==> config.mk <==
export PLATFORM = sky130hd
export DESIGN_NAME = double_ended_bump_allocator
export DESIGN_NICKNAME = d
export VERILOG_FILES = /design/src/hdl/deba_pkg.sv /design/src/hdl/deba_ctrl.sv /design/src/hdl/deba_dp.sv /design/src/hdl/double_ended_bump_allocator.sv
export SDC_FILE = /design/constraint.sdc
export NUM_CORES = 1
export LEC_CHECK = 0
export BUFFER_PORTS_ARGS = -buffer_cell sky130_fd_sc_hd__buf_2
export CAP_MARGIN = 30
export CORE_MARGIN = 8
export CORE_UTILIZATION = 40
export CTS_CLUSTER_DIAMETER = 80
export DETAILED_ROUTE_END_ITERATION = 16
export GPL_TIMING_DRIVEN = 0
export SLEW_MARGIN = 20
export SYNTH_ARGS = -nofsm -noshare
export SYNTH_HDL_FRONTEND = slang
export SYNTH_SLANG_ARGS = --single-unit
export TNS_END_PERCENT = 10
==> constraint.sdc <==
create_clock -name clk -period 4.69 [get_ports clk]
set_clock_uncertainty 0.05 [all_clocks]
set_input_delay 0.938 -clock clk [delete_from_list [all_inputs] [get_ports clk]]
set_output_delay 0.938 -clock clk [all_outputs]
set_load 0.01 [all_outputs]
==> src/hdl/deba_pkg.sv <==
// Shared types and constants for the double-ended bump allocator.
package deba_pkg;

  localparam int ADDR_W_DEF = 24;   // default pointer/address width
  localparam int FIELD_W    = 24;   // width of the size and address fields
  localparam int CFG_IDX_W  = 2;
  localparam int LOG2_W     = 4;
  localparam int MASK_W     = 16;   // alignment mask, up to 2^15 - 1
  localparam int MIN_UNIT   = 4;
  localparam int MIN_LOG2   = 2;

  typedef enum logic [1:0] {
    FUNC_ALLOC     = 2'd0,
    FUNC_FREE_TAIL = 2'd1,
    FUNC_FREE_ALL  = 2'd2,
    FUNC_CHECK     = 2'd3
  } func_t;

  typedef enum logic [CFG_IDX_W-1:0] {
    REG_HEAP_START   = 2'd0,
    REG_HEAP_SIZE    = 2'd1,
    REG_ERROR_REPORT = 2'd2
  } cfg_reg_t;

  // Sequencer strobes to the datapath
  typedef struct packed {
    logic capture;    // latch an incoming item
    logic size_step;  // round size, align head, region end
    logic plan_step;  // tail start, head need, accounting sum
    logic commit;     // update pointers and load the result
  } cmd_t;

endpackage

==> src/hdl/deba_ctrl.sv <==
// Sequencer for the allocator: steps one item through size, plan and commit.
module deba_ctrl
  import deba_pkg::*;
(
  input  logic clk,
  input  logic rst,
  input  logic in_valid,
  output logic in_stall,
  output logic out_valid,
  input  logic out_stall,
  output cmd_t cmd
);

  typedef enum logic [3:0] {
    S_IDLE = 4'b0001,
    S_SIZE = 4'b0010,
    S_PLAN = 4'b0100,
    S_EXEC = 4'b1000
  } state_t;

  state_t state;
  state_t state_next;
  logic   slot_free;

  // result slot can take a new item if empty or being drained this cycle
  assign slot_free = !out_valid || !out_stall;
  assign in_stall  = (state != S_IDLE);

  always_comb begin
    state_next    = state;
    cmd.capture   = 1'b0;
    cmd.size_step = 1'b0;
    cmd.plan_step = 1'b0;
    cmd.commit    = 1'b0;
    case (state)
      S_IDLE: begin
        if (in_valid) begin
          cmd.capture = 1'b1;
          state_next  = S_SIZE;
        end
      end
      S_SIZE: begin
        cmd.size_step = 1'b1;
        state_next    = S_PLAN;
      end
      S_PLAN: begin
        cmd.plan_step = 1'b1;
        state_next    = S_EXEC;
      end
      S_EXEC: begin
        if (slot_free) begin
          cmd.commit = 1'b1;
          state_next = S_IDLE;
        end
      end
      default: begin
        state_next = S_IDLE;
      end
    endcase
  end

  always_ff @(posedge clk) begin
    if (rst) begin
      state     <= S_IDLE;
      out_valid <= 1'b0;
    end else begin
      state <= state_next;
      if (cmd.commit) begin
        out_valid <= 1'b1;
      end else if (!out_stall) begin
        out_valid <= 1'b0;
      end
    end
  end

endmodule

==> src/hdl/deba_dp.sv <==
// Datapath: configuration registers, arena pointers and result register.
module deba_dp
  import deba_pkg::*;
#(
  parameter int ADDR_W = ADDR_W_DEF
) (
  input  logic                 clk,
  input  logic                 rst,
  input  cmd_t                 cmd,
  input  logic                 cfg_we,
  input  logic [CFG_IDX_W-1:0] cfg_index,
  input  logic [FIELD_W-1:0]   cfg_data,
  input  logic [1:0]           func,
  input  logic [FIELD_W-1:0]   req_size,
  input  logic                 from_tail,
  input  logic [LOG2_W-1:0]    align_log2,
  output logic [FIELD_W-1:0]   address,
  output logic                 ok,
  output logic                 error_event,
  output logic [FIELD_W-1:0]   free_bytes
);

  localparam int PW = ADDR_W + 1;                                  // pointer width
  localparam int EW = ((ADDR_W > FIELD_W) ? ADDR_W : FIELD_W) + 3; // no-wrap width
  localparam int CW = ADDR_W + 4;                                  // accounting sum
  localparam int RW = FIELD_W + 1;                                 // rounded size

  // configuration
  logic [ADDR_W-1:0] heap_start;
  logic [ADDR_W-1:0] heap_size;
  logic              error_report;

  // arena state
  logic [PW-1:0]     head_ptr;
  logic [PW-1:0]     tail_ptr;
  logic [ADDR_W-1:0] free_count;

  // captured item
  func_t              func_q;
  logic [FIELD_W-1:0] size_q;
  logic               tail_q;
  logic [LOG2_W-1:0]  lg_q;

  // intermediate registers
  logic [MASK_W-1:0] amask_r;
  logic [EW-1:0]     rsize_r;
  logic [EW-1:0]     hstart_r;
  logic [PW-1:0]     end_r;
  logic [CW-1:0]     chk_r;
  logic [EW-1:0]     tstart_r;
  logic [EW-1:0]     hneed_r;
  logic              tail_fit_r;

  // size stage logic
  logic [LOG2_W-1:0]  lg_eff;
  logic [MASK_W-1:0]  amask;
  logic [FIELD_W-1:0] size_min;
  logic [RW-1:0]      rsize;
  logic [EW-1:0]      hstart;

  // commit logic
  logic [EW-1:0]     tneed;
  logic [EW-1:0]     need;
  logic              fits;
  logic [EW-1:0]     blk_start;
  logic [ADDR_W-1:0] free_next;
  logic [PW-1:0]     head_next;
  logic [PW-1:0]     tail_next;
  logic [FIELD_W-1:0] addr_next;
  logic              ok_next;
  logic              err_next;

  always_comb begin
    lg_eff   = (lg_q < LOG2_W'(MIN_LOG2)) ? LOG2_W'(MIN_LOG2) : lg_q;
    amask    = (MASK_W'(1) << lg_eff) - MASK_W'(1);
    size_min = (size_q < FIELD_W'(MIN_UNIT)) ? FIELD_W'(MIN_UNIT) : size_q;
    rsize    = (RW'(size_min) + RW'(amask)) & ~RW'(amask);
    hstart   = (EW'(head_ptr) + EW'(amask)) & ~EW'(amask);
  end

  always_comb begin
    tneed     = EW'(tail_ptr) - tstart_r;
    need      = tail_q ? tneed : hneed_r;
    fits      = (need <= EW'(free_count)) && (!tail_q || tail_fit_r);
    blk_start = tail_q ? tstart_r : hstart_r;
    free_next = free_count;
    head_next = head_ptr;
    tail_next = tail_ptr;
    addr_next = '0;
    ok_next   = 1'b1;
    err_next  = 1'b0;
    case (func_q)
      FUNC_ALLOC: begin
        if (fits) begin
          free_next = free_count - ADDR_W'(need);
          addr_next = FIELD_W'(ADDR_W'(blk_start));
          if (tail_q) begin
            tail_next = PW'(tstart_r);
          end else begin
            head_next = PW'(EW'(head_ptr) + need);
          end
        end else begin
          ok_next  = 1'b0;
          err_next = error_report;
        end
      end
      FUNC_FREE_TAIL: begin
        free_next = free_count + ADDR_W'(end_r) - ADDR_W'(tail_ptr);
        tail_next = end_r;
      end
      FUNC_FREE_ALL: begin
        free_next = heap_size;
        head_next = PW'(heap_start);
        tail_next = end_r;
      end
      FUNC_CHECK: begin
        ok_next = (chk_r == CW'(heap_size));
      end
      default: begin
        ok_next = 1'b0;
      end
    endcase
  end

  always_ff @(posedge clk) begin
    if (rst) begin
      heap_start   <= '0;
      heap_size    <= '0;
      error_report <= 1'b0;
      head_ptr     <= '0;
      tail_ptr     <= '0;
      free_count   <= '0;
    end else begin
      if (cfg_we) begin
        case (cfg_reg_t'(cfg_index))
          REG_HEAP_START:   heap_start   <= ADDR_W'(cfg_data);
          REG_HEAP_SIZE:    heap_size    <= ADDR_W'(cfg_data);
          REG_ERROR_REPORT: error_report <= cfg_data[0];
          default: begin
          end
        endcase
      end
      if (cmd.commit) begin
        head_ptr   <= head_next;
        tail_ptr   <= tail_next;
        free_count <= free_next;
      end
    end
  end

  always_ff @(posedge clk) begin
    if (cmd.capture) begin
      func_q <= func_t'(func);
      size_q <= req_size;
      tail_q <= from_tail;
      lg_q   <= align_log2;
    end
    if (cmd.size_step) begin
      amask_r  <= amask;
      rsize_r  <= EW'(rsize);
      hstart_r <= hstart;
      end_r    <= PW'(heap_start) + PW'(heap_size);
      chk_r    <= CW'(free_count) + CW'(head_ptr) - CW'(heap_start);
    end
    if (cmd.plan_step) begin
      tail_fit_r <= (rsize_r <= EW'(tail_ptr));
      tstart_r   <= (EW'(tail_ptr) - rsize_r) & ~EW'(amask_r);
      hneed_r    <= hstart_r - EW'(head_ptr) + rsize_r;
      chk_r      <= chk_r + CW'(end_r) - CW'(tail_ptr);
    end
    if (cmd.commit) begin
      address     <= addr_next;
      ok          <= ok_next;
      error_event <= err_next;
      free_bytes  <= FIELD_W'(free_next);
    end
  end

endmodule

==> src/hdl/double_ended_bump_allocator.sv <==
// Result: registered at commit, after the item steps through the size and
// plan states; commit waits in the exec state while the result is stalled.
// Throughput: one item at a time through the shared datapath; a finished
// result waits in the output register while the next item is taken.
// Reset: pointers, free count and configuration registers clear to zero; issue free_all
// after configuration to load the arena.
module double_ended_bump_allocator
  import deba_pkg::*;
#(
  parameter int ADDR_W = ADDR_W_DEF
) (
  input  logic                 clk,
  input  logic                 rst,
  input  logic                 cfg_we,
  input  logic [CFG_IDX_W-1:0] cfg_index,
  input  logic [FIELD_W-1:0]   cfg_data,
  input  logic                 in_valid,
  output logic                 in_stall,
  input  logic [1:0]           func,
  input  logic [FIELD_W-1:0]   req_size,
  input  logic                 from_tail,
  input  logic [LOG2_W-1:0]    align_log2,
  output logic                 out_valid,
  input  logic                 out_stall,
  output logic [FIELD_W-1:0]   address,
  output logic                 ok,
  output logic                 error_event,
  output logic [FIELD_W-1:0]   free_bytes
);

  cmd_t cmd;

  deba_ctrl u_ctrl (
    .clk       (clk),
    .rst       (rst),
    .in_valid  (in_valid),
    .in_stall  (in_stall),
    .out_valid (out_valid),
    .out_stall (out_stall),
    .cmd       (cmd)
  );

  deba_dp #(
    .ADDR_W (ADDR_W)
  ) u_dp (
    .clk         (clk),
    .rst         (rst),
    .cmd         (cmd),
    .cfg_we      (cfg_we),
    .cfg_index   (cfg_index),
    .cfg_data    (cfg_data),
    .func        (func),
    .req_size    (req_size),
    .from_tail   (from_tail),
    .align_log2  (align_log2),
    .address     (address),
    .ok          (ok),
    .error_event (error_event),
    .free_bytes  (free_bytes)
  );

endmodule

==> impl_summary.log <==
INFO  metric groute.usage.overall = 0.235
INFO  metric worst_skew_pair.late_latency = 0.62 ns
INFO  metric net_switching_power = 0.00261 W
INFO  metric drt_first_pass_iters = 6
INFO  metric pre_cts_slack = -2.64 ns
INFO  metric power.share.sequential = 0.414
INFO  metric nFillCells = 7,664
INFO  metric mostFrequentLayoutCell = sky130_fd_sc_hd__inv_1
INFO  metric fp-row-count = 103
INFO  metric syn_inst = 3,549
INFO  metric final_antenna_net_count = 0
INFO  metric layoutNonFillerInstCount = 4,865
INFO  metric synth_area_leaders = sky130_fd_sc_hd__edfxtp_1, sky130_fd_sc_hd__ha_1, sky130_fd_sc_hd__dfxtp_1
INFO  metric setup_slack = -0.910 ns
INFO  metric multi_input_area = 20,200 sq um
INFO  metric syn_to_final_growth = 16.8%
INFO  metric synth.largest_area_cell = sky130_fd_sc_hd__edfxtp_1
INFO  metric setup.worst_path.end_class = flop
INFO  metric worstHoldPathType = in2reg
INFO  metric clock-root-buffer = sky130_fd_sc_hd__clkbuf_16
INFO  metric worst_case_vdd_ir_drop = 0.000247 V
INFO  metric die_span_in_y = 296 um
INFO  metric detailedRoute.firstIterationViolations = 2,562
INFO  metric layout.nets = 4,230
INFO  metric path_clk_slew = 0.06 ns
INFO  metric asyncSetResetFlopFracSynth = 0
INFO  metric netlist-cell-type-count = 92
INFO  metric final_util = 0.469
INFO  metric power_density = 248 nW/um^2
INFO  metric timing.reg2reg.setup_slack = -0.91 ns
INFO  metric hold_depth = 1
INFO  metric gp_congestion = 0.979
INFO  metric clock-sinks = 383
INFO  metric maxCapViolCount = 0
INFO  metric avgViaCountPerCell = 5.56
INFO  metric setup_viol_count_final = 129
INFO  metric worstPathMaxFanout = 5
INFO  metric sequential_cell_area = 10,200 sq um
INFO  metric placed_cell_area = 33,600 sq um
INFO  metric internal_power_summed_over_all_cells = 0.00651 W
INFO  metric vias = 27,100
INFO  metric rsz0062_at_grt = yes
INFO  metric crit_required = 4.93 ns
INFO  metric layout-drive-gt1-share = 0.131
INFO  metric core_region_area = 78,400 sq um
INFO  metric critPathLaunch = u_dp.tstart_r[1]$_DFFE_PP_
INFO  metric switching_share = 0.286
INFO  metric outcome = finished with violations
INFO  metric final.period_utilization = 1.19
INFO  metric r2r_path_end = u_dp.free_bytes[6]$_DFFE_PP_
INFO  metric dieArea = 87,900 sq um
INFO  metric wl = 106,000 um
INFO  metric synth_warnings = 0
INFO  metric grt_antenna_before_repair = 2
INFO  metric report.power.total = 0.00912 W
INFO  metric number_of_global_route_vias_before_repair = 25,400
INFO  metric dp_cells = 4,725
INFO  metric holdBufCountCts = 0
INFO  metric post-route-drc-count = 0
INFO  metric fin_crit = 5.60 ns
INFO  metric power.clock.fraction = 0.417
INFO  metric fin_area = 36,700 sq um
INFO  metric origin_of_the_worst_min_delay_path = req_size[5]
INFO  metric grt_overflow_total = 0
INFO  metric cts_made_buffers = 46
INFO  metric maxSlewViolCount = 0
INFO  metric hpwlAfterDp = 85,200 um
INFO  metric critPathArrivalTime = 5.84 ns
INFO  metric timing.slew.headroom = 0.282
INFO  metric critical_path.startpoint_type = flop
INFO  metric yosysSeqAreaShare = 0.325
INFO  metric cts_max_path_buffers = 3
INFO  metric timing.hold.worst_endpoint = u_dp.size_q[5]$_DFFE_PP_
INFO  metric max_slew.worst_pin.slew = 1.06 ns
INFO  metric worst_r2r_start = u_dp.tstart_r[1]$_DFFE_PP_
INFO  metric ys.flop_type = sky130_fd_sc_hd__edfxtp_1
INFO  metric grt_start_max_net_pins = 70
INFO  metric r2r.worst_path.cells = 25
INFO  metric share_comb_of_total_power = 0.169
INFO  metric mostFrequentLayoutCells = sky130_fd_sc_hd__inv_1, sky130_fd_sc_hd__ha_1, sky130_fd_sc_hd__nand2_1, sky130_fd_sc_hd__a21oi_1, sky130_fd_sc_hd__edfxtp_1
INFO  metric number_of_synthesized_flops_with_an_enable_pin = 255
INFO  metric io_buffers = 112
INFO  metric cts_tree = done
INFO  metric timing_hold_violations_final = 0
INFO  metric fmax = 179 MHz
INFO  metric pin_count = 114
INFO  metric postSynthAreaPerCell = 8.86 sq um
INFO  metric grt_first_pass_wirelength = 157,000 um
INFO  metric cts.htree.levels = 2
INFO  metric failed_checks = setup timing
INFO  metric start_util = 0.401
INFO  metric detail_route.wl_per_cell = 21.9 um
INFO  metric critical_path_class = reg2reg
INFO  metric leakage = 16.1 nW
INFO  metric dieWidth = 296 um
INFO  metric postSynthRegisterBits = 383
INFO  metric post_synth_instance_area = 31,400 sq um
INFO  metric yosys.area.top_type_share = 0.243
## routing by layer
metal | part of all wire | track usage | vias up
li1 | - | - | 13000
met1 | 0.44 | 0.322 | 12900
met2 | 0.45 | 0.372 | 950
met3 | 0.068 | 0.0322 | 188
met4 | 0.049 | 0.101 | 0
met5 | 0 | 0 | -
## kinds of logic after synthesis
| kind of cell | count (synthesis) | synth area share |
|---|---|---|
| XOR/XNOR | 255 | 0.0710 |
| adder cells (fa/ha/maj) | 390 | 0.175 |
| buffers and inverters | 524 | 0.0630 |
| multiplexers | 79 | 0.0260 |
| flip-flops | 383 | 0.325 |
| other | 2 | 0.000239 |
| AO/OA/AOI/OAI | 987 | 0.201 |
| AND/OR/NAND/NOR | 929 | 0.139 |
## synth_stat cells, types with 59 or more instances
| library cell | number |
|---|---|
| sky130_fd_sc_hd__ha_1 | 308 |
| sky130_fd_sc_hd__nand2_1 | 293 |
| sky130_fd_sc_hd__inv_1 | 425 |
| sky130_fd_sc_hd__edfxtp_1 | 255 |
| sky130_fd_sc_hd__fa_1 | 82 |
| sky130_fd_sc_hd__a21o_1 | 112 |
| sky130_fd_sc_hd__o21ai_0 | 226 |
| sky130_fd_sc_hd__xor2_1 | 96 |
| sky130_fd_sc_hd__clkbuf_1 | 83 |
| sky130_fd_sc_hd__xnor2_1 | 159 |
| sky130_fd_sc_hd__a21oi_1 | 304 |
| sky130_fd_sc_hd__nor3_1 | 59 |
| sky130_fd_sc_hd__dfxtp_1 | 128 |
| sky130_fd_sc_hd__nor2_1 | 264 |
## flip-flops by register name (all words and copies together) (netlist names), 25 cells and up
register	cells
u_dp.hstart_r	26
u_dp.tail_ptr	25
u_dp.hneed_r	27
u_dp.tstart_r	26
u_dp.head_ptr	25
u_dp.chk_r	28
u_dp.rsize_r	25
u_dp.end_r	25
## final cells by class
cell class                      count  share of cell area
Tap cell                         1050              0.0358
Buffer                             96              0.0144
Antenna cell                        1           0.0000681
Timing Repair Buffer              177              0.0348
Multi-Input combinational cell   2648               0.550
Inverter                          426              0.0437
Clock inverter                     27             0.00913
Clock buffer                       57              0.0336
Sequential cell                   383               0.279
## worst max-delay path by stage
stage                               endpoint  slack (ns)  cells past startpoint
5_1_grt        u_dp.free_bytes[20]$_DFFE_PP_       -1.02                     24
2_1_floorplan  u_dp.free_bytes[11]$_DFFE_PP_       -0.04                     25
4_1_cts        u_dp.free_bytes[20]$_DFFE_PP_       -0.94                     22
6_report        u_dp.free_bytes[6]$_DFFE_PP_       -0.91                     25
3_3_place_gp    u_dp.free_bytes[6]$_DFFE_PP_       -2.61                     23
3_5_place_dp    u_dp.free_bytes[6]$_DFFE_PP_       -2.64                     23
## critical path, stage by stage (launching register included)
cell and delay [ns]:
sky130_fd_sc_hd__edfxtp_1 0.43, sky130_fd_sc_hd__inv_2 0.11, sky130_fd_sc_hd__ha_1 0.23, sky130_fd_sc_hd__nor2b_2 0.17
sky130_fd_sc_hd__o2111a_2 0.30, sky130_fd_sc_hd__o211ai_4 0.23, sky130_fd_sc_hd__nand2_2 0.11, sky130_fd_sc_hd__a21oi_2 0.14
sky130_fd_sc_hd__o21ai_1 0.08, sky130_fd_sc_hd__a21oi_2 0.19, sky130_fd_sc_hd__o21ai_1 0.10, sky130_fd_sc_hd__xor2_1 0.16
sky130_fd_sc_hd__mux2_4 0.30, sky130_fd_sc_hd__ha_4 0.28, sky130_fd_sc_hd__inv_2 0.05, sky130_fd_sc_hd__nor3_4 0.35
sky130_fd_sc_hd__nand4_1 0.24, sky130_fd_sc_hd__nor4_4 0.28, sky130_fd_sc_hd__nand3_1 0.16, sky130_fd_sc_hd__o21a_4 0.17
sky130_fd_sc_hd__a211o_4 0.37, sky130_fd_sc_hd__buf_12 0.17, sky130_fd_sc_hd__and2_4 0.20, sky130_fd_sc_hd__nor2_4 0.11
sky130_fd_sc_hd__buf_6 0.16, sky130_fd_sc_hd__o22ai_4 0.10
## power by group through the flow
stage	Sequential, W	Combinational (W)	Clock [W]
3_3_place_gp	0.00385	0.00139	0
4_1_cts	0.00377	0.00148	0.00388
5_1_grt	0.00378	0.00169	0.00400
6_report	0.00377	0.00154	0.00381
2_1_floorplan	0.00381	0.00102	0
3_5_place_dp	0.00385	0.00141	0
## stage by stage
step / TNS, ns / hold WS, ns
floorplan: -0.310 / 0.402
global placement: -288.90 / 0.453
detailed placement: -228.14 / 0.458
CTS: -92.30 / 0.406
global route: -105.23 / 0.419
finish: -87.47 / 0.447
## repair_timing
item                                    4_1_cts  5_1_grt
gates cloned                                  1        0
gates resized for setup                     185      113
setup buffers                                36       17
endpoints found under the setup margin      141      150
pin swaps                                    42       36
No activity file was read; power rests on OpenSTA's default activity.
